$ cat config.mk
export PLATFORM = sky130hd
export DESIGN_NAME = line_follow_pid_steering_unit
export DESIGN_NICKNAME = d
export VERILOG_FILES = /design/src/rtl/core/lfps_pkg.sv /design/src/rtl/core/line_follow_pid_steering_unit.sv /design/src/rtl/core/lfps_regs.sv /design/src/rtl/core/lfps_state.sv /design/src/rtl/core/lfps_mac.sv /design/src/rtl/core/lfps_out.sv
export SDC_FILE = /design/constraint.sdc
export NUM_CORES = 1
export LEC_CHECK = 0
export ABC_AREA = 1
export BUFFER_PORTS_ARGS = -buffer_cell sky130_fd_sc_hd__buf_2
export CORE_ASPECT_RATIO = 0.6
export CORE_UTILIZATION = 50
export CTS_CLUSTER_SIZE = 12
export DETAILED_ROUTE_END_ITERATION = 10
export PLACE_DENSITY_LB_ADDON = 0.12
export SYNTH_ARGS = -nofsm -noshare
export SYNTH_HDL_FRONTEND = slang
export SYNTH_SLANG_ARGS = --single-unit
export TNS_END_PERCENT = 20
$ cat constraint.sdc
create_clock -name clk_i -period 18.1 [get_ports clk_i]
set_input_delay 2.715 -clock clk_i [delete_from_list [all_inputs] [get_ports clk_i]]
set_output_delay 2.715 -clock clk_i [all_outputs]
set_load 0.1 [all_outputs]
$ cat src/rtl/core/lfps_pkg.sv
// shared constants, types and register codes for the line-follow pid steering unit
`default_nettype none

package lfps_pkg;

  localparam int IntegralLimit = 2000;

  localparam int PosWidth       = 8;
  localparam int DerivWidth     = PosWidth + 1;
  localparam int IntegWidth     = $clog2(IntegralLimit + 1) + 1;
  localparam int SumWidth       = ((IntegWidth > PosWidth) ? IntegWidth : PosWidth) + 1;

  localparam int GainPropWidth  = 12;
  localparam int GainIntegWidth = 10;
  localparam int GainDerivWidth = 14;
  localparam int BaseWidth      = 8;
  localparam int DutyWidth      = 8;
  localparam int SteerWidth     = 16;
  localparam int FracBits       = 8;

  // gains get an extra zero bit so they multiply as signed values
  localparam int ProdPropWidth  = GainPropWidth + 1 + PosWidth;
  localparam int ProdIntegWidth = GainIntegWidth + 1 + IntegWidth;
  localparam int ProdDerivWidth = GainDerivWidth + 1 + DerivWidth;
  localparam int ProdPiWidth    = (ProdPropWidth > ProdIntegWidth) ? ProdPropWidth
                                                                   : ProdIntegWidth;
  localparam int ProdMaxWidth   = (ProdPiWidth > ProdDerivWidth) ? ProdPiWidth
                                                                 : ProdDerivWidth;
  localparam int AccWidth       = ProdMaxWidth + 2;
  localparam int QuotWidth      = AccWidth - FracBits;

  localparam int ApbAddrWidth   = 4;
  localparam int ApbDataWidth   = 32;

  localparam logic [PosWidth-1:0] NoLineCode = 8'h7F;

  localparam logic [GainPropWidth-1:0]  GainPropReset  = 12'd1459;
  localparam logic [GainIntegWidth-1:0] GainIntegReset = 10'd20;
  localparam logic [GainDerivWidth-1:0] GainDerivReset = 14'd5120;
  localparam logic [BaseWidth-1:0]      BaseSpeedReset = 8'd200;

  typedef enum logic [1:0] {
    RegGainProp  = 2'd0,
    RegGainInteg = 2'd1,
    RegGainDeriv = 2'd2,
    RegBaseSpeed = 2'd3
  } reg_idx_e;

  typedef struct packed {
    logic [GainPropWidth-1:0]  gain_prop;
    logic [GainIntegWidth-1:0] gain_integ;
    logic [GainDerivWidth-1:0] gain_deriv;
    logic [BaseWidth-1:0]      base_speed;
  } cfg_t;

  typedef struct packed {
    logic signed [PosWidth-1:0]   err;
    logic signed [IntegWidth-1:0] integ;
    logic signed [DerivWidth-1:0] deriv;
  } terms_t;

endpackage

`default_nettype wire

$ cat src/rtl/core/line_follow_pid_steering_unit.sv
// top level of the line-follow pid steering unit
//
// one line-position sample per request on the input channel (in_valid_i,
// in_stall_o, position_i); the code 0x7f means no line, in which case the
// last good sample is reused and the integral, derivative and history hold.
// one result per request on the output channel (out_valid_o, out_stall_i):
// left and right motor duty and the signed steering correction.
// gains and base speed sit behind an apb port and are to be written only
// while idle; this binds the user, as the block leaves it unchecked.
// three register stages: error and state update, gain products and sum,
// then truncation, saturation and duty clamp into the output register.
// a new request is taken every cycle unless the receiver stalls;
// throughput is one request per cycle, set by the three-stage pipeline
// with one multiplier per gain.
// when the receiver stalls, the output holds and each stage fills in turn;
// in_stall_o rises once all three stages hold a result.
// reset clears history, integral, derivative and stage valids, and loads the
// default gains and base speed.
`default_nettype none

module line_follow_pid_steering_unit import lfps_pkg::*; (
  input  logic                         clk_i,
  input  logic                         rst_ni,
  input  logic                         in_valid_i,
  output logic                         in_stall_o,
  input  logic signed [PosWidth-1:0]   position_i,
  output logic                         out_valid_o,
  input  logic                         out_stall_i,
  output logic [DutyWidth-1:0]         left_duty_o,
  output logic [DutyWidth-1:0]         right_duty_o,
  output logic signed [SteerWidth-1:0] steer_value_o,
  input  logic                         psel,
  input  logic                         penable,
  input  logic                         pwrite,
  input  logic [ApbAddrWidth-1:0]      paddr,
  input  logic [ApbDataWidth-1:0]      pwdata,
  output logic [ApbDataWidth-1:0]      prdata,
  output logic                         pready
);

  cfg_t                       cfg;
  terms_t                     terms;
  logic                       terms_valid, terms_ready;
  logic signed [AccWidth-1:0] acc;
  logic                       acc_valid, acc_ready;

  lfps_regs u_regs (
    .clk_i   (clk_i),
    .rst_ni  (rst_ni),
    .psel    (psel),
    .penable (penable),
    .pwrite  (pwrite),
    .paddr   (paddr),
    .pwdata  (pwdata),
    .prdata  (prdata),
    .pready  (pready),
    .cfg_o   (cfg)
  );

  lfps_state u_state (
    .clk_i         (clk_i),
    .rst_ni        (rst_ni),
    .in_valid_i    (in_valid_i),
    .in_stall_o    (in_stall_o),
    .position_i    (position_i),
    .terms_valid_o (terms_valid),
    .terms_ready_i (terms_ready),
    .terms_o       (terms)
  );

  lfps_mac u_mac (
    .clk_i         (clk_i),
    .rst_ni        (rst_ni),
    .cfg_i         (cfg),
    .terms_valid_i (terms_valid),
    .terms_ready_o (terms_ready),
    .terms_i       (terms),
    .acc_valid_o   (acc_valid),
    .acc_ready_i   (acc_ready),
    .acc_o         (acc)
  );

  lfps_out u_out (
    .clk_i         (clk_i),
    .rst_ni        (rst_ni),
    .base_speed_i  (cfg.base_speed),
    .acc_valid_i   (acc_valid),
    .acc_ready_o   (acc_ready),
    .acc_i         (acc),
    .out_valid_o   (out_valid_o),
    .out_stall_i   (out_stall_i),
    .left_duty_o   (left_duty_o),
    .right_duty_o  (right_duty_o),
    .steer_value_o (steer_value_o)
  );

endmodule

`default_nettype wire

$ cat src/rtl/core/lfps_regs.sv
// apb configuration registers: gains and base speed
`default_nettype none

module lfps_regs import lfps_pkg::*; (
  input  logic                    clk_i,
  input  logic                    rst_ni,
  input  logic                    psel,
  input  logic                    penable,
  input  logic                    pwrite,
  input  logic [ApbAddrWidth-1:0] paddr,
  input  logic [ApbDataWidth-1:0] pwdata,
  output logic [ApbDataWidth-1:0] prdata,
  output logic                    pready,
  output cfg_t                    cfg_o
);

  cfg_t     cfg_q;
  logic     wr_en;
  reg_idx_e idx;

  assign pready = 1'b1;
  assign wr_en  = psel && penable && pwrite;
  assign idx    = reg_idx_e'(paddr[ApbAddrWidth-1:2]);

  always_ff @(posedge clk_i or negedge rst_ni) begin
    if (!rst_ni) begin
      cfg_q.gain_prop  <= GainPropReset;
      cfg_q.gain_integ <= GainIntegReset;
      cfg_q.gain_deriv <= GainDerivReset;
      cfg_q.base_speed <= BaseSpeedReset;
    end else if (wr_en) begin
      case (idx)
        RegGainProp:  cfg_q.gain_prop  <= pwdata[GainPropWidth-1:0];
        RegGainInteg: cfg_q.gain_integ <= pwdata[GainIntegWidth-1:0];
        RegGainDeriv: cfg_q.gain_deriv <= pwdata[GainDerivWidth-1:0];
        RegBaseSpeed: cfg_q.base_speed <= pwdata[BaseWidth-1:0];
        default: ;
      endcase
    end
  end

  always_comb begin
    case (idx)
      RegGainProp:  prdata = ApbDataWidth'(cfg_q.gain_prop);
      RegGainInteg: prdata = ApbDataWidth'(cfg_q.gain_integ);
      RegGainDeriv: prdata = ApbDataWidth'(cfg_q.gain_deriv);
      RegBaseSpeed: prdata = ApbDataWidth'(cfg_q.base_speed);
      default:      prdata = '0;
    endcase
  end

  assign cfg_o = cfg_q;

endmodule

`default_nettype wire

$ cat src/rtl/core/lfps_state.sv
// input stage: error select, history, integral and derivative state
`default_nettype none

module lfps_state import lfps_pkg::*; (
  input  logic                       clk_i,
  input  logic                       rst_ni,
  input  logic                       in_valid_i,
  output logic                       in_stall_o,
  input  logic signed [PosWidth-1:0] position_i,
  output logic                       terms_valid_o,
  input  logic                       terms_ready_i,
  output terms_t                     terms_o
);

  localparam logic signed [SumWidth-1:0]   SumMax   = SumWidth'(IntegralLimit);
  localparam logic signed [SumWidth-1:0]   SumMin   = -SumMax;
  localparam logic signed [IntegWidth-1:0] IntegMax = IntegWidth'(IntegralLimit);
  localparam logic signed [IntegWidth-1:0] IntegMin = -IntegMax;

  logic signed [PosWidth-1:0]   hist_newest_q, hist_middle_q, hist_oldest_q;
  logic signed [IntegWidth-1:0] integ_q, integ_d;
  logic signed [DerivWidth-1:0] deriv_q, deriv_d;
  logic signed [SumWidth-1:0]   integ_sum;
  logic                         valid_q;
  logic                         stage_ready;
  logic                         accept;
  logic                         no_line;
  terms_t                       terms_q, terms_d;

  assign stage_ready = !valid_q || terms_ready_i;
  assign in_stall_o  = !stage_ready;
  assign accept      = in_valid_i && stage_ready;
  assign no_line     = $unsigned(position_i) == NoLineCode;

  assign integ_sum = SumWidth'(integ_q) + SumWidth'(position_i);
  assign deriv_d   = DerivWidth'(position_i) - DerivWidth'(hist_oldest_q);

  always_comb begin
    if (integ_sum > SumMax) begin
      integ_d = IntegMax;
    end else if (integ_sum < SumMin) begin
      integ_d = IntegMin;
    end else begin
      integ_d = integ_sum[IntegWidth-1:0];
    end
  end

  // no line: last good sample stands in, state frozen
  always_comb begin
    if (no_line) begin
      terms_d.err   = hist_newest_q;
      terms_d.integ = integ_q;
      terms_d.deriv = deriv_q;
    end else begin
      terms_d.err   = position_i;
      terms_d.integ = integ_d;
      terms_d.deriv = deriv_d;
    end
  end

  always_ff @(posedge clk_i or negedge rst_ni) begin
    if (!rst_ni) begin
      hist_newest_q <= '0;
      hist_middle_q <= '0;
      hist_oldest_q <= '0;
      integ_q       <= '0;
      deriv_q       <= '0;
    end else if (accept && !no_line) begin
      hist_newest_q <= position_i;
      hist_middle_q <= hist_newest_q;
      hist_oldest_q <= hist_middle_q;
      integ_q       <= integ_d;
      deriv_q       <= deriv_d;
    end
  end

  always_ff @(posedge clk_i or negedge rst_ni) begin
    if (!rst_ni) begin
      valid_q <= 1'b0;
    end else if (stage_ready) begin
      valid_q <= in_valid_i;
    end
  end

  always_ff @(posedge clk_i) begin
    if (accept) begin
      terms_q <= terms_d;
    end
  end

  assign terms_valid_o = valid_q;
  assign terms_o       = terms_q;

  assert property (@(posedge clk_i) disable iff (!rst_ni)
    (integ_q <= IntegMax) && (integ_q >= IntegMin))
    else $error("integral outside its limit");

  assert property (@(posedge clk_i) disable iff (!rst_ni)
    (accept && no_line) |=> ($stable(hist_newest_q) && $stable(hist_oldest_q) &&
                             $stable(integ_q) && $stable(deriv_q)))
    else $error("state moved on a no-line request");

endmodule

`default_nettype wire

$ cat src/rtl/core/lfps_mac.sv
// product stage: three gain products summed into the steering accumulator
`default_nettype none

module lfps_mac import lfps_pkg::*; (
  input  logic                       clk_i,
  input  logic                       rst_ni,
  input  cfg_t                       cfg_i,
  input  logic                       terms_valid_i,
  output logic                       terms_ready_o,
  input  terms_t                     terms_i,
  output logic                       acc_valid_o,
  input  logic                       acc_ready_i,
  output logic signed [AccWidth-1:0] acc_o
);

  logic signed [ProdPropWidth-1:0]  prod_p;
  logic signed [ProdIntegWidth-1:0] prod_i;
  logic signed [ProdDerivWidth-1:0] prod_d;
  logic signed [AccWidth-1:0]       acc_q, acc_d;
  logic                             valid_q;
  logic                             stage_ready;

  assign prod_p = $signed({1'b0, cfg_i.gain_prop})  * terms_i.err;
  assign prod_i = $signed({1'b0, cfg_i.gain_integ}) * terms_i.integ;
  assign prod_d = $signed({1'b0, cfg_i.gain_deriv}) * terms_i.deriv;
  assign acc_d  = AccWidth'(prod_p) + AccWidth'(prod_i) + AccWidth'(prod_d);

  assign stage_ready   = !valid_q || acc_ready_i;
  assign terms_ready_o = stage_ready;

  always_ff @(posedge clk_i or negedge rst_ni) begin
    if (!rst_ni) begin
      valid_q <= 1'b0;
    end else if (stage_ready) begin
      valid_q <= terms_valid_i;
    end
  end

  always_ff @(posedge clk_i) begin
    if (stage_ready && terms_valid_i) begin
      acc_q <= acc_d;
    end
  end

  assign acc_valid_o = valid_q;
  assign acc_o       = acc_q;

endmodule

`default_nettype wire

$ cat src/rtl/core/lfps_out.sv
// result stage: truncate, saturate steering and clamp both duties
`default_nettype none

module lfps_out import lfps_pkg::*; (
  input  logic                         clk_i,
  input  logic                         rst_ni,
  input  logic [BaseWidth-1:0]         base_speed_i,
  input  logic                         acc_valid_i,
  output logic                         acc_ready_o,
  input  logic signed [AccWidth-1:0]   acc_i,
  output logic                         out_valid_o,
  input  logic                         out_stall_i,
  output logic [DutyWidth-1:0]         left_duty_o,
  output logic [DutyWidth-1:0]         right_duty_o,
  output logic signed [SteerWidth-1:0] steer_value_o
);

  localparam int DutySumWidth = SteerWidth + 2;
  localparam logic signed [QuotWidth-1:0] SteerMax = QuotWidth'((1 << (SteerWidth - 1)) - 1);
  localparam logic signed [QuotWidth-1:0] SteerMin = -SteerMax - QuotWidth'(1);
  localparam logic signed [DutySumWidth-1:0] DutyMax = DutySumWidth'((1 << DutyWidth) - 1);

  logic signed [QuotWidth-1:0]    quot_floor, quot;
  logic                           round_up;
  logic signed [SteerWidth-1:0]   steer;
  logic signed [DutySumWidth-1:0] base_ext, left_sum, right_sum;
  logic [DutyWidth-1:0]           left_d, right_d;
  logic [DutyWidth-1:0]           left_q, right_q;
  logic signed [SteerWidth-1:0]   steer_q;
  logic                           valid_q;
  logic                           stage_ready;

  // arithmetic shift floors, so negative values with a fraction step back up
  assign quot_floor = QuotWidth'(acc_i >>> FracBits);
  assign round_up   = acc_i[AccWidth-1] && (|acc_i[FracBits-1:0]);
  assign quot       = quot_floor + $signed(QuotWidth'(round_up));

  always_comb begin
    if (quot > SteerMax) begin
      steer = SteerMax[SteerWidth-1:0];
    end else if (quot < SteerMin) begin
      steer = SteerMin[SteerWidth-1:0];
    end else begin
      steer = quot[SteerWidth-1:0];
    end
  end

  assign base_ext  = $signed({{(DutySumWidth - BaseWidth){1'b0}}, base_speed_i});
  assign left_sum  = base_ext + DutySumWidth'(steer);
  assign right_sum = base_ext - DutySumWidth'(steer);

  always_comb begin
    if (left_sum < 0) begin
      left_d = '0;
    end else if (left_sum > DutyMax) begin
      left_d = '1;
    end else begin
      left_d = left_sum[DutyWidth-1:0];
    end
    if (right_sum < 0) begin
      right_d = '0;
    end else if (right_sum > DutyMax) begin
      right_d = '1;
    end else begin
      right_d = right_sum[DutyWidth-1:0];
    end
  end

  assign stage_ready = !valid_q || !out_stall_i;
  assign acc_ready_o = stage_ready;

  always_ff @(posedge clk_i or negedge rst_ni) begin
    if (!rst_ni) begin
      valid_q <= 1'b0;
    end else if (stage_ready) begin
      valid_q <= acc_valid_i;
    end
  end

  always_ff @(posedge clk_i) begin
    if (stage_ready && acc_valid_i) begin
      left_q  <= left_d;
      right_q <= right_d;
      steer_q <= steer;
    end
  end

  assign out_valid_o   = valid_q;
  assign left_duty_o   = left_q;
  assign right_duty_o  = right_q;
  assign steer_value_o = steer_q;

  assert property (@(posedge clk_i) disable iff (!rst_ni)
    (out_valid_o && (steer_value_o > 0)) |-> (left_duty_o >= right_duty_o))
    else $error("positive steering with left duty below right duty");

  assert property (@(posedge clk_i) disable iff (!rst_ni)
    (out_valid_o && (steer_value_o < 0)) |-> (left_duty_o <= right_duty_o))
    else $error("negative steering with left duty above right duty");

endmodule

`default_nettype wire

==> Word level (Yosys, flattened, before mapping) <==
Index checks and enable logic that the tools add are counted.
{ "word_totals": {"ff_bits": 179, "out_inout_bits": 67, "word_cells": 71} }
{ "classes": {"n_addsub": 7, "n_mul": 3, "magnitude_cmp": 8, "eq_ne": 4, "n_mux": 8, "reduce_logical": 22} }
{ "ops": {"columns": ["operator", "n"], "rows": [
  ["one-hot mux 32 bit (4 select lines)", 1],
  ["> comparator 17 x 9 -> 1 bit, second input constant", 2],
  ["less-than comparator 17 x 1 -> 1 bit, second input constant", 2],
  ["two-way mux 16 bit", 2],
  ["two-way mux 29 bit", 1],
  ["adder 24 x 24 -> 25 bit", 1],
  ["adder 21 x 23 -> 24 bit", 1],
  ["multiplier 15 x 9 -> 24 bit", 1],
  ["two-way mux 12 bit", 2],
  ["multiplier 11 x 12 -> 23 bit", 1],
  ["multiplier 13 x 8 -> 21 bit", 1],
  ["adder 18 x 2 -> 18 bit", 1],
  ["> comparator 18 x 16 -> 1 bit, second input constant", 1],
  ["less-than comparator 18 x 16 -> 1 bit, second input constant", 1],
  ["adder 9 x 16 -> 17 bit", 1],
  ["subtractor 9 x 16 -> 17 bit", 1],
  ["two-way mux 8 bit", 2],
  ["adder 12 x 8 -> 13 bit", 1],
  ["> comparator 13 x 12 -> 1 bit, second input constant", 1],
  ["less-than comparator 13 x 12 -> 1 bit, second input constant", 1],
  ["subtractor 8 x 8 -> 9 bit", 1],
  ["== test 8 x 7 -> 1 bit, second input constant", 1],
  ["AND reduction 2 bit", 4],
  ["OR reduction 8 bit", 1],
  ["6 further kinds", 20]
]} }

==> Logic depth before layout (Yosys ltp) <==
Gate-level depths: netlist of run 1.
{ "depth": {"word_depth": 9, "ltp_mapped": 35, "mapped_depth_nobuf": 33} }

==> Cells and area by module <==
From an unflattened synthesis of run 1, not the netlist that was laid out.
{ "hier_totals": {"hier_cells": 2913, "hier_area_um2": 23894.2} }
{ "by_module_without_submodules": {"columns": ["mod", "n_inst", "cells_per_inst", "area_each_um2", "seq_area_each_um2"], "rows": [
  ["lfps_mac", 1, 1731, 14431.3, 775.7],
  ["lfps_state", 1, 501, 4196.5, 2021.9],
  ["lfps_out", 1, 395, 2984.1, 985.9],
  ["lfps_regs", 1, 286, 2282.2, 1118.6]
]} }

==> Worst setup path before layout of run 1 <==
No wires, ideal clock.
{ "synth_timing": {"path_type": "input to output", "startpoint": "input port paddr[3]", "endpoint": "output port prdata[12]", "arrival_time_ns": 4.561, "t_required_ns": 15.385, "setup_slack_ns": 10.824, "path_stages": 5, "n_path_buf": 1, "path_cell_list": "inv_1 -> nor2_1 -> clkbuf_1 -> inv_1 -> nor2_1"} }
{ "synth_via": {"elab_chain_len": 2} }
{ "synth_lines": {"columns": ["item", "line_no", "rtl"], "rows": [
  ["from (decl)", "line_follow_pid_steering_unit.sv:35", "input logic [ApbAddrWidth-1:0] paddr,"],
  ["== test 2 bit, or another cell as far along", "lfps_regs.sv:43", "case (idx)"],
  ["one-hot mux 32 bit (4 select lines) *", "lfps_regs.sv:43", null],
  ["to (decl)", "line_follow_pid_steering_unit.sv:37", "output logic [ApbDataWidth-1:0] prdata,"]
]} }
Mark *: on every way between the ends. The rest lies on a longest branch, timed or not. The select of a mux whose other input is x is not followed.

==> Final worst setup path of run 1 <==
{ "layout_timing": {"startpoint": "register u_state.terms_q (netlist bit u_state.terms_o[28])", "endpoint": "register u_mac.acc_q[21], in the netlist u_mac.acc_o[21], data pin"} }
{ "layout_via": {"elab_chain_len": 3} }
{ "layout_lines": {"columns": ["item", "line_no", "rtl"], "rows": [
  ["from (decl)", "lfps_state.sv:28", "terms_t terms_q, terms_d;"],
  ["from (signal assigned)", "lfps_state.sv:87", "terms_q <= terms_d;"],
  ["multiplier 13 x 8 -> 21 bit", "lfps_mac.sv:23", "assign prod_p = $signed({1'b0, cfg_i.gain_prop}) * terms_i.err;"],
  ["adder 21 x 23 -> 24 bit", "lfps_mac.sv:26", "assign acc_d = AccWidth'(prod_p) + AccWidth'(prod_i) + AccWidth'(prod_d);"],
  ["adder 24 x 24 -> 25 bit", "lfps_mac.sv:26", null],
  ["net u_mac.acc_d[21]", "lfps_mac.sv:19", "logic signed [AccWidth-1:0] acc_q, acc_d;"],
  ["to (signal assigned)", "lfps_mac.sv:41", "acc_q <= acc_d;"],
  ["to (decl)", "lfps_mac.sv:19", null]
]} }
The timed path passes the listed nets, and every way through them passes these cells.
A chain may end at the register's enable or synchronous reset.

==> results of run 1 <==
## layout make-up
cell class	instances	area share
multi-input cells	1721	0.6174
flip-flops and latches	178	0.2035
inverters	673	0.1048
well taps	589	0.03059
clock buffers	17	0.01766
repair buffers	82	0.01755
clock inverters	15	0.008361
diodes	1	0.0001039
## how the worst min path moves through the flow
stage | cells after the start | startpoint | to
detailed placement | 2 | u_state.hist_middle_q[0] | u_state.hist_oldest_q[0]
CTS | 2 | u_state.hist_middle_q[0] | u_state.hist_oldest_q[0]
global placement | 2 | u_state.hist_middle_q[0] | u_state.hist_oldest_q[0]
floorplan | 2 | u_mac.acc_valid_o | u_out.out_valid_o
finish | 2 | u_state.hist_middle_q[0] | u_state.hist_oldest_q[0]
global route | 2 | u_state.hist_middle_q[0] | u_state.hist_oldest_q[0]
## registers in the layout, summed over array words and instances, names as in the netlist
register / flops
u_state.hist_oldest_q: 8
u_regs.cfg_o: 44
u_state.terms_o: 29
u_mac.acc_valid_o: 1
u_out.out_valid_o: 1
u_out.steer_value_o: 16
u_mac.acc_o: 25
u_state.hist_middle_q: 8
u_state.terms_valid_o: 1
u_state.integ_q: 12
u_out.left_duty_o: 8
u_state.hist_newest_q: 8
u_state.deriv_q: 9
u_out.right_duty_o: 8
## per-stage QoR
| stage | setup slack [ns] | utilization |
|---|---|---|
| after floorplan | 10.82 | - |
| after global placement | 9.801 | 0.5236 |
| after detailed placement | 9.715 | 0.5236 |
| after CTS | 9.638 | 0.5375 |
| after global routing | 9.170 | 0.5375 |
| final | 9.544 | 0.5376 |
## layer usage
| layer | part of all wire | track usage | up-vias |
|---|---|---|---|
| met3 | 0.10 | 0.06949 | 38 |
| met2 | 0.39 | 0.3913 | 615 |
| li1 | - | - | 7878 |
| met4 | 0.011 | 0.05459 | 0 |
| met1 | 0.49 | 0.4422 | 8350 |
| met5 | 0 | 0 | - |
## placed cells by master (no fill, tap or decap), types with 6 or more instances in the layout
cell / count
dfrtp_1: 78
conb_1: 19
nand4_1: 24
buf_2: 77
nor2_2: 6
nor4_1: 7
ha_1: 187
nand2_2: 15
xnor2_1: 21
a21oi_1: 53
nand3_1: 57
xor2_1: 47
clkbuf_16: 17
inv_1: 669
o21ai_0: 111
or2_2: 12
nor2_4: 9
edfxtp_1: 86
fa_1: 350
dfstp_2: 14
nor3_1: 9
nor2_1: 60
nand2_1: 688
clkinv_8: 6
## worst register-to-register path: stages (launching register included)
cell      delay [ns]
edfxtp_1        0.82
inv_1           0.50
or2_2           0.44
fa_1            0.54
inv_1           0.05
fa_1            0.50
fa_1            0.50
inv_1           0.05
fa_1            0.55
fa_1            0.45
fa_1            0.55
inv_1           0.06
fa_1            0.56
fa_1            0.42
ha_1            0.37
a21oi_1         0.25
o21ai_0         0.24
a21oi_1         0.27
inv_1           0.08
a21oi_1         0.29
o31ai_1         0.16
a21boi_0        0.35
o21ai_0         0.16
xor2_1          0.16
## cell families after synthesis
| group | Yosys count | synth area share |
|---|---|---|
| AND/OR/NAND/NOR | 898 | 0.1652 |
| buffers and inverters | 788 | 0.1344 |
| adder cells (fa/ha/maj) | 537 | 0.4107 |
| AO/OA/AOI/OAI | 199 | 0.04788 |
| flip-flops | 178 | 0.2154 |
| XOR/XNOR | 68 | 0.02617 |
| other | 2 | 0.0003300 |
==> impl_results.md, run 1 <==
* Run status: finished, final reports clean
* Worst reg2reg endpoint: u_mac.acc_o[21]
* Die Ht at 167.3 µm
* Area share of the largest cell type after synthesis at 0.3079
* Cell Rows at 60
* Clock Skew at 0.01981 ns
* DRT Wirelength at 60770 µm
* Clock tree buffer depth at 2
* Number of distinct library cells after synthesis at 51
* Worst Setup EP: u_mac.acc_o[21]
* Design Area, Final at 0.02409 mm²
* Syn. warnings at 0
* Pin count of the biggest net entering global routing at 69
* Number of DRC markers in iteration 0 at 1533
* Synthesized area at 0.02276 mm²
* Die area at 0.04640 mm²
* Final Critical Period at 8.556 ns
* Final net count at 3261
* Core Area at 0.04482 mm²
* First-pass GRT wire length at 99460 µm
* # hold bufs at CTS at 0
* Post-route DRC at 0
* Crit Path Max Fanout at 13
* Reg2reg path depth at 23
* Worst Path Arrival at 8.78 ns
* Top cells by area, synth: fa_1, edfxtp_1, nand2_1, inv_1, ha_1
* Most common cell in the netlist: nand2_1
* Placed cell areas at 0.02347 mm²
* Largest area contributor in the netlist: fa_1
* Area of the multi-input gates at 0.01488 mm²
* Inst Count DP at 3243
* Synth Area per Inst at 8.524 µm²
* CTS tree: done
* Initial antenna violation count at 0
* Final Max Slew Viols at 0
* Crit path depth at 23
* Fin crit share at 0.4727
* Critical Path RT at 18.33 ns
* CTS Sinks at 178
* Sequential area share after synthesis at 0.2154
* Via density per instance at 5.153
* GRT Total Usage at 0.2820
* Clock root cell: clkbuf_16
* Reg clk slew, reported paths at 0.10 ns
* HP Class: reg2reg
* Worst slew margin at 0.2345
* Io pins at 118
* Setup CP Type: reg2reg
* Beginning of the critical path: u_state.terms_o[28]
* Flops & latches, synth at 178
* Setup Fix Bufs, Post-CTS at 0
* Num CTS Buffers at 17
* Resize count post-CTS at 0
* CP startpoint kind: register
* RSZ-0062 raised after global routing: no
* Number of global-route vias before repair at 17610
* Register area at 0.004902 mm²
* GP Congestion at 0.9296
* Worst hold slack at 0.4674 ns
* Clock latency on the worst-skew pair at 0.48 ns
* WP buf/inv at 5
* Avg WL per Cell at 18.55 µm
* Final instance count without filler cells at 3276
* Critical path's slowest cell: edfxtp_1
* Layout cells sized above 1 at 0.06925
* Slowest stage delay, CP at 0.82 ns
* Synth cell count leaders: nand2_1, inv_1, fa_1, ha_1, o21ai_0
* Initial Util at 0.5078
* IO buf count at 78
* Worst-Margin Slew at 1.147 ns
* First drt pass iteration count at 5
* Die X at 277.4 µm
* Post-DP HPWL at 50560 µm
* Cell family with most CP delay: adder cells
* Fill cells at 4157
* Crit-path cells: inv_1, or2_2, fa_1, inv_1, fa_1, fa_1, inv_1, fa_1, fa_1, fa_1, inv_1, fa_1, fa_1, ha_1, a21oi_1, o21ai_0, a21oi_1, inv_1, a21oi_1, o31ai_1, a21boi_0, o21ai_0, xor2_1
* Cells after Synth at 2670
* CTS H-Tree Depth at 4
* Final setup vio count at 0
* Worst Setup End Kind: register
* Ys flop type: edfxtp_1
* Via count at 16880
* Final Hold Vio Count at 0
* Number of synthesized flops with an enable pin at 86
* R2r startpoint: u_state.terms_o[28]
* Total negative slack at 0 ns
* R2R Setup Slk at 9.54 ns
* Synthesis-to-layout area growth at 5.866%
* ANT nets after route at 0
* Worst path most repeated cell: fa_1
* Gr ovfl total at 0
* Max-cap violations at 0
* Async SR Flop Fraction at 0.5169
* Fmax at 116.9 MHz
Power of run 1 is not shown: default switching activity piles up to over one toggle a cycle in this logic, so the estimate is an artifact.
==> run 2: changes to the inputs <==
- ABC_AREA: 1 -> 0
- clock period: 18.1 -> 7.2 ns (I/O delays scaled with it)
==> run 2 against run 1 <==
Compared with the run above: design area increased by 6.4%; flip-flop and latch count unchanged; clock-buffer cell count unchanged; die area decreased by 0.77%; area after synthesis decreased by 0.78%; final cell count decreased by 6.7%; critical path depth increased by 1; via count decreased by 2.6%; non-clock buffer count increased by 160.
==> impl_results.md, run 2 <==
* CTS tree: done
* Io pins at 118
* Final Critical Period at 7.022 ns
* Final instance count without filler cells at 3057
* Reg clk slew, reported paths at 0.10 ns
* Clock tree buffer depth at 2
* Most common cell after layout, fill and taps aside: inv_1
* Top cells by area, synth: fa_1, edfxtp_1, ha_1, dfrtp_1, inv_1
* CTS Sinks at 178
* Worst reg2reg endpoint: u_mac.acc_o[23]
* CTS H-Tree Depth at 4
* CP startpoint kind: register
* Worst Path Arrival at 7.24 ns
* Post-DP HPWL at 50160 µm
* Die X at 276.4 µm
* Final Max Slew Viols at 0
* Gr ovfl total at 0
* RSZ-0062 raised after global routing: yes
* Final setup vio count at 0
* Most frequent cells in the layout: inv_1, fa_1, nand2_1, ha_1, buf_4
* Crit path depth at 24
* Via density per instance at 5.377
* Setup CP Type: reg2reg
* GRT Total Usage at 0.2766
* Area share of the largest cell type after synthesis at 0.3103
* XOR/XNOR share of the synthesized area at 0.02715
* Pin count of the biggest net entering global routing at 68
* Routing usage on met1 at 0.4456
* Flops & latches, synth at 178
* Final net count at 3053
* Critical path's slowest cell: fa_1
* Num CTS Buffers at 17
* Complex-gate fraction of the synthesized area at 0.06831
* First drt pass iteration count at 5
* Crit Path Max Fanout at 3
* Number of distinct library cells after synthesis at 78
* GP Congestion at 0.9363
* Antenna cells at 0
* Final Hold Vio Count at 0
* Avg WL per Cell at 19.84 µm
* Run status: finished, final reports clean
* Critical Path RT at 7.42 ns
* Cells after Synth at 2299
* Cell Rows at 59
* Fin crit share at 0.9753
* Number of global-route vias before repair at 16680
* Worst slew margin at 0.2489
* Worst path most repeated cell: fa_1
* Synthesis-to-layout area growth at 13.54%
* # hold bufs at CTS at 0
* Syn. warnings at 0
* Synth Area per Inst at 9.823 µm²
* Total negative slack at 0 ns
* Max reg flops at 44
* First-pass GRT wire length at 96540 µm
* GR peak layer: met1
* Worst Setup End Kind: register
* Main combinational cell family by area after synthesis: adder cells
* Mux contribution to synthesized area at 0.03358
* Async SR Flop Fraction at 0.5169
* R2R Setup Slk at 0.18 ns
* Clock root cell: clkbuf_16
* Most common cell in the netlist: inv_1
* Slowest stage delay, CP at 0.56 ns
* Worst-Margin Slew at 1.123 ns
* Initial Util at 0.5141
* Fill cells at 3766
* Cell family with most CP delay: adder cells
* Via count at 16440
* IO buf count at 78
* Core Area at 0.04392 mm²
* Met3 Usage GRT at 0.05766
* Sequential area share after synthesis at 0.2171
* Placement Setup Slack at -0.1889 ns
* Clock Skew at 0.02790 ns
* Layout cells sized above 1 at 0.1755
* Final core utilization at 0.5837
* Ys flop type: edfxtp_1
* Number of synthesized flops with an enable pin at 86
* Number of DRC markers in iteration 0 at 1410
* Post-Synth Simple-Gate Area at 0.1431
* Die Ht at 166.6 µm
* Beginning of the critical path: u_state.terms_o[24]
* DRT Wirelength at 60650 µm
* Post-Synth Adder-Cell Area at 0.4161
* HP Class: reg2reg
* Clock latency on the worst-skew pair at 0.48 ns
* R2r startpoint: u_state.terms_o[24]
* Grt met2 use at 0.3787
* Setup ws final at 0.1781 ns
* Reg2reg path depth at 24
* Die area at 0.04605 mm²
* Initial antenna violation count at 0
* Synthesized area at 0.02258 mm²
* Inst Count DP at 2994
* Fmax at 142.4 MHz
* Max-cap violations at 0
* Crit-path cells: buf_4, nand2_1, fa_1, inv_1, fa_1, fa_1, fa_1, fa_1, inv_1, fa_1, inv_1, fa_1, fa_1, ha_4, buf_6, o21a_1, nor2_2, o31ai_1, buf_4, o211a_1, o21a_1, o21a_1, o41ai_2, xnor2_1
* ANT nets after route at 0
* Worst Setup EP: u_mac.acc_o[23]
* Largest area contributor in the netlist: fa_1
* WP buf/inv at 6
* Synth cell count leaders: inv_1, fa_1, nand2_1, ha_1, and2_1
* Post-route DRC at 0
run 2: worst min path at each step:
stage,startpoint,to,slack (ns),depth (start not counted)
finish,u_state.hist_middle_q[2],u_state.hist_oldest_q[2],0.48,2
global route,u_state.deriv_q[5],u_state.deriv_q[5],0.49,2
CTS,u_state.hist_middle_q[2],u_state.hist_oldest_q[2],0.48,2
detailed placement,u_state.hist_middle_q[6],u_state.hist_oldest_q[6],0.46,2
global placement,u_state.hist_middle_q[0],u_state.hist_oldest_q[0],0.45,2
floorplan,u_state.hist_middle_q[0],u_state.hist_oldest_q[0],0.44,2
run 2: stage by stage:
step	instance area, µm²	hold slack [ns]
floorplan	22650	0.4386
global placement	24280	0.4515
detailed placement	24280	0.4621
CTS	24940	0.4750
global route	25640	0.4882
finish	25640	0.4771
run 2: area by class of cell:
cell class              count  area [µm²]  area share
clock buffers              17       425.4     0.01659
clock inverters            15       211.5    0.008247
inverters                 435        1633     0.06368
well taps                 579       724.4     0.02825
repair buffers            242        1739     0.06783
multi-input cells        1591       16000      0.6239
flip-flops and latches    178        4908      0.1914
run 2: per-layer routing:
layer  vias up  routed length (µm)  part of all wire
met5         -                   0                 0
met4         0                 935             0.015
met3        48                4982             0.082
met2       607               24140              0.40
met1      8281               30590              0.50
li1       7500                   -                 -
run 2: repair_timing:
item,in CTS,in global routing
resized for setup,4,95
pin swaps,0,88
endpoints found under the hold margin,0,0
setup endpoints to repair,3,9
setup buffers,0,33
run 2: logic make-up after synthesis:
family	count (synthesis)
AO/OA/AOI/OAI	236
other	2
multiplexers	60
adder cells (fa/ha/maj)	542
AND/OR/NAND/NOR	664
flip-flops	178
XOR/XNOR	70
buffers and inverters	547
run 2: tightest hold or removal path, delay by kind of cell (launching register included):
family	cells	cell delay, ns
simple gates	1	0.05
compound gates	1	0.06
flops	1	0.34
Power of run 2 is left out for the same reason.
==> run 3: changes to the inputs <==
- ABC_AREA: 0 -> 1
- CORE_MARGIN: not set -> 5
- clock period: 7.2 -> 8.42 ns (I/O delays scaled with it)
==> run 3 against run 2 <==
Compared with the run above: clock skew fell by 0.012 ns; core utilization is 4.3 points lower; first-iteration DRC count increased by 2.5%; flip-flop and latch count unchanged.
==> impl_results.md, run 3 (synthesized netlist as in run 1, its figures left out) <==
* R2R Setup Slk at 0.70 ns
* CP startpoint kind: register
* Synthesis-to-layout area growth at 6.602%
* Avg WL per Cell at 19.12 µm
* Worst Path Arrival at 7.92 ns
* Pin count of the biggest net entering global routing at 76
* Crit-path cells: nand2_1, fa_1, inv_1, fa_1, fa_1, inv_1, fa_1, fa_1, fa_1, inv_1, fa_1, fa_1, ha_1, a21oi_1, o21ai_0, a21oi_1, inv_1, a21oi_1, o31ai_1, a21boi_0, o21ai_0, xor2_1
* Area of the multi-input gates at 0.01488 mm²
* Design Area, Final at 0.02426 mm²
* Cell family with most CP delay: adder cells
* Die area at 0.05003 mm²
* Die Ht at 175.3 µm
* GRT Total Usage at 0.2615
* IO buf count at 78
* Final Hold Vio Count at 0
* ANT nets after route at 0
* Post-DP HPWL at 53740 µm
* Critical Path RT at 8.63 ns
* Number of global-route vias before repair at 17270
* Die X at 285.4 µm
* # hold bufs at CTS at 0
* GP Congestion at 0.9785
* Post-route DRC at 0
* DRT Wirelength at 63210 µm
* Worst path most repeated cell: fa_1
* Hold_sp: u_state.hist_middle_q[0]
* Fill cells at 4214
* Worst reg2reg endpoint: u_mac.acc_o[21]
* Placed cell areas at 0.02369 mm²
* Via count at 16960
* First-pass GRT wire length at 99550 µm
* Final Max Slew Viols at 0
* Total negative slack at 0 ns
* Run status: finished, final reports clean
* Critical path's slowest cell: edfxtp_1
* CTS tree: done
* Max reg flops at 44
* Most common cell after layout, fill and taps aside: nand2_1
* WHS Path Cells at 2
* Max-cap violations at 0
* Final net count at 3291
* Via density per instance at 5.129
* Layout cells sized above 1 at 0.07953
* Register area at 0.004902 mm²
* HP Class: reg2reg
* Fmax at 129.6 MHz
* Initial Util at 0.5070
* Final setup vio count at 0
* Clock tree buffer depth at 2
* Setup Fix Bufs, Post-CTS at 0
* Resize count post-CTS at 0
* Final Critical Period at 7.718 ns
* Beginning of the critical path: u_state.terms_o[2]
* CTS H-Tree Depth at 4
* RSZ-0062 raised after global routing: no
* Fin crit share at 0.9167
* Reg2reg path depth at 22
* WP buf/inv at 4
* Worst Hold Path EP: u_state.hist_oldest_q[0]
* Clock root cell: clkbuf_16
* Cell Rows at 60
* Slowest stage delay, CP at 0.84 ns
* Worst Setup End Kind: register
* R2r startpoint: u_state.terms_o[2]
* Io pins at 118
* Worst-Margin Slew at 1.088 ns
* Number of DRC markers in iteration 0 at 1445
* Gr ovfl total at 0
* First drt pass iteration count at 6
* Crit Path Max Fanout at 14
* Reg clk slew, reported paths at 0.07 ns
* Initial antenna violation count at 0
* Clock latency on the worst-skew pair at 0.47 ns
* Num CTS Buffers at 17
* Core Area at 0.04489 mm²
* Most frequent cells in the layout: nand2_1, inv_1, fa_1, ha_1, o21ai_0
* CTS Sinks at 178
* Setup CP Type: reg2reg
* Clock Skew at 0.01624 ns
* Worst slew margin at 0.2727
## run 3: changes by cell type in the layout (fill, tap and decap cells not counted), sizes merged, moves of 18 or more
cell / change
nand2: +379
inv: +233
and2: -138
buf: -130
o21ai: +52
mux2: -46
nand3: +43
xnor2: -30
xor2: +28
nor2b: -22
nand2b: -21
a21o: -18
o21a: -18
## run 3: tightest hold or removal path, delay by kind of cell (launching register included)
kind             cells  cell delay, ns
and+or+nand+nor      2            0.10
DFF                  1            0.34
## run 3: worst max path at each step
stage	endpoint	slack (ns)	cells past startpoint
finish	u_mac.acc_o[21]	0.70	22
global route	u_mac.acc_o[21]	0.42	22
CTS	u_mac.acc_o[21]	0.78	22
detailed placement	u_mac.acc_o[21]	0.81	22
global placement	u_mac.acc_o[21]	0.92	22
floorplan	u_mac.acc_o[22]	1.48	26
## run 3: layer usage
layer	up-vias	share of wire	GRT usage
li1	7934	-	-
met1	8243	0.48	0.4051
met2	705	0.38	0.3515
met3	71	0.12	0.09144
met4	2	0.019	0.05718
met5	-	0.00036	0
## run 3: per-stage QoR
| stage | utilization | std cells | setup slack [ns] | hold slack [ns] |
|---|---|---|---|---|
| 2_1_floorplan | - | 2687 | 1.478 | 0.4331 |
| 3_3_place_gp | 0.5277 | 3273 | 0.9202 | 0.4563 |
| 3_5_place_dp | 0.5277 | 3273 | 0.8064 | 0.4607 |
| 4_1_cts | 0.5404 | 3305 | 0.7759 | 0.4796 |
| 5_1_grt | 0.5404 | 3305 | 0.4248 | 0.5064 |
| 6_report | 0.5404 | 3306 | 0.7015 | 0.4735 |
## run 3: layout make-up
| class | count | share of cell area |
|---|---|---|
| Multi-Input combinational cell | 1721 | 0.6132 |
| Sequential cell | 178 | 0.2021 |
| Inverter | 673 | 0.1041 |
| Tap cell | 589 | 0.03037 |
| Timing Repair Buffer | 112 | 0.02671 |
| Clock buffer | 18 | 0.01810 |
| Clock inverter | 14 | 0.005363 |
| Antenna cell | 1 | 0.0001031 |
Power of run 3 is left out for the same reason.
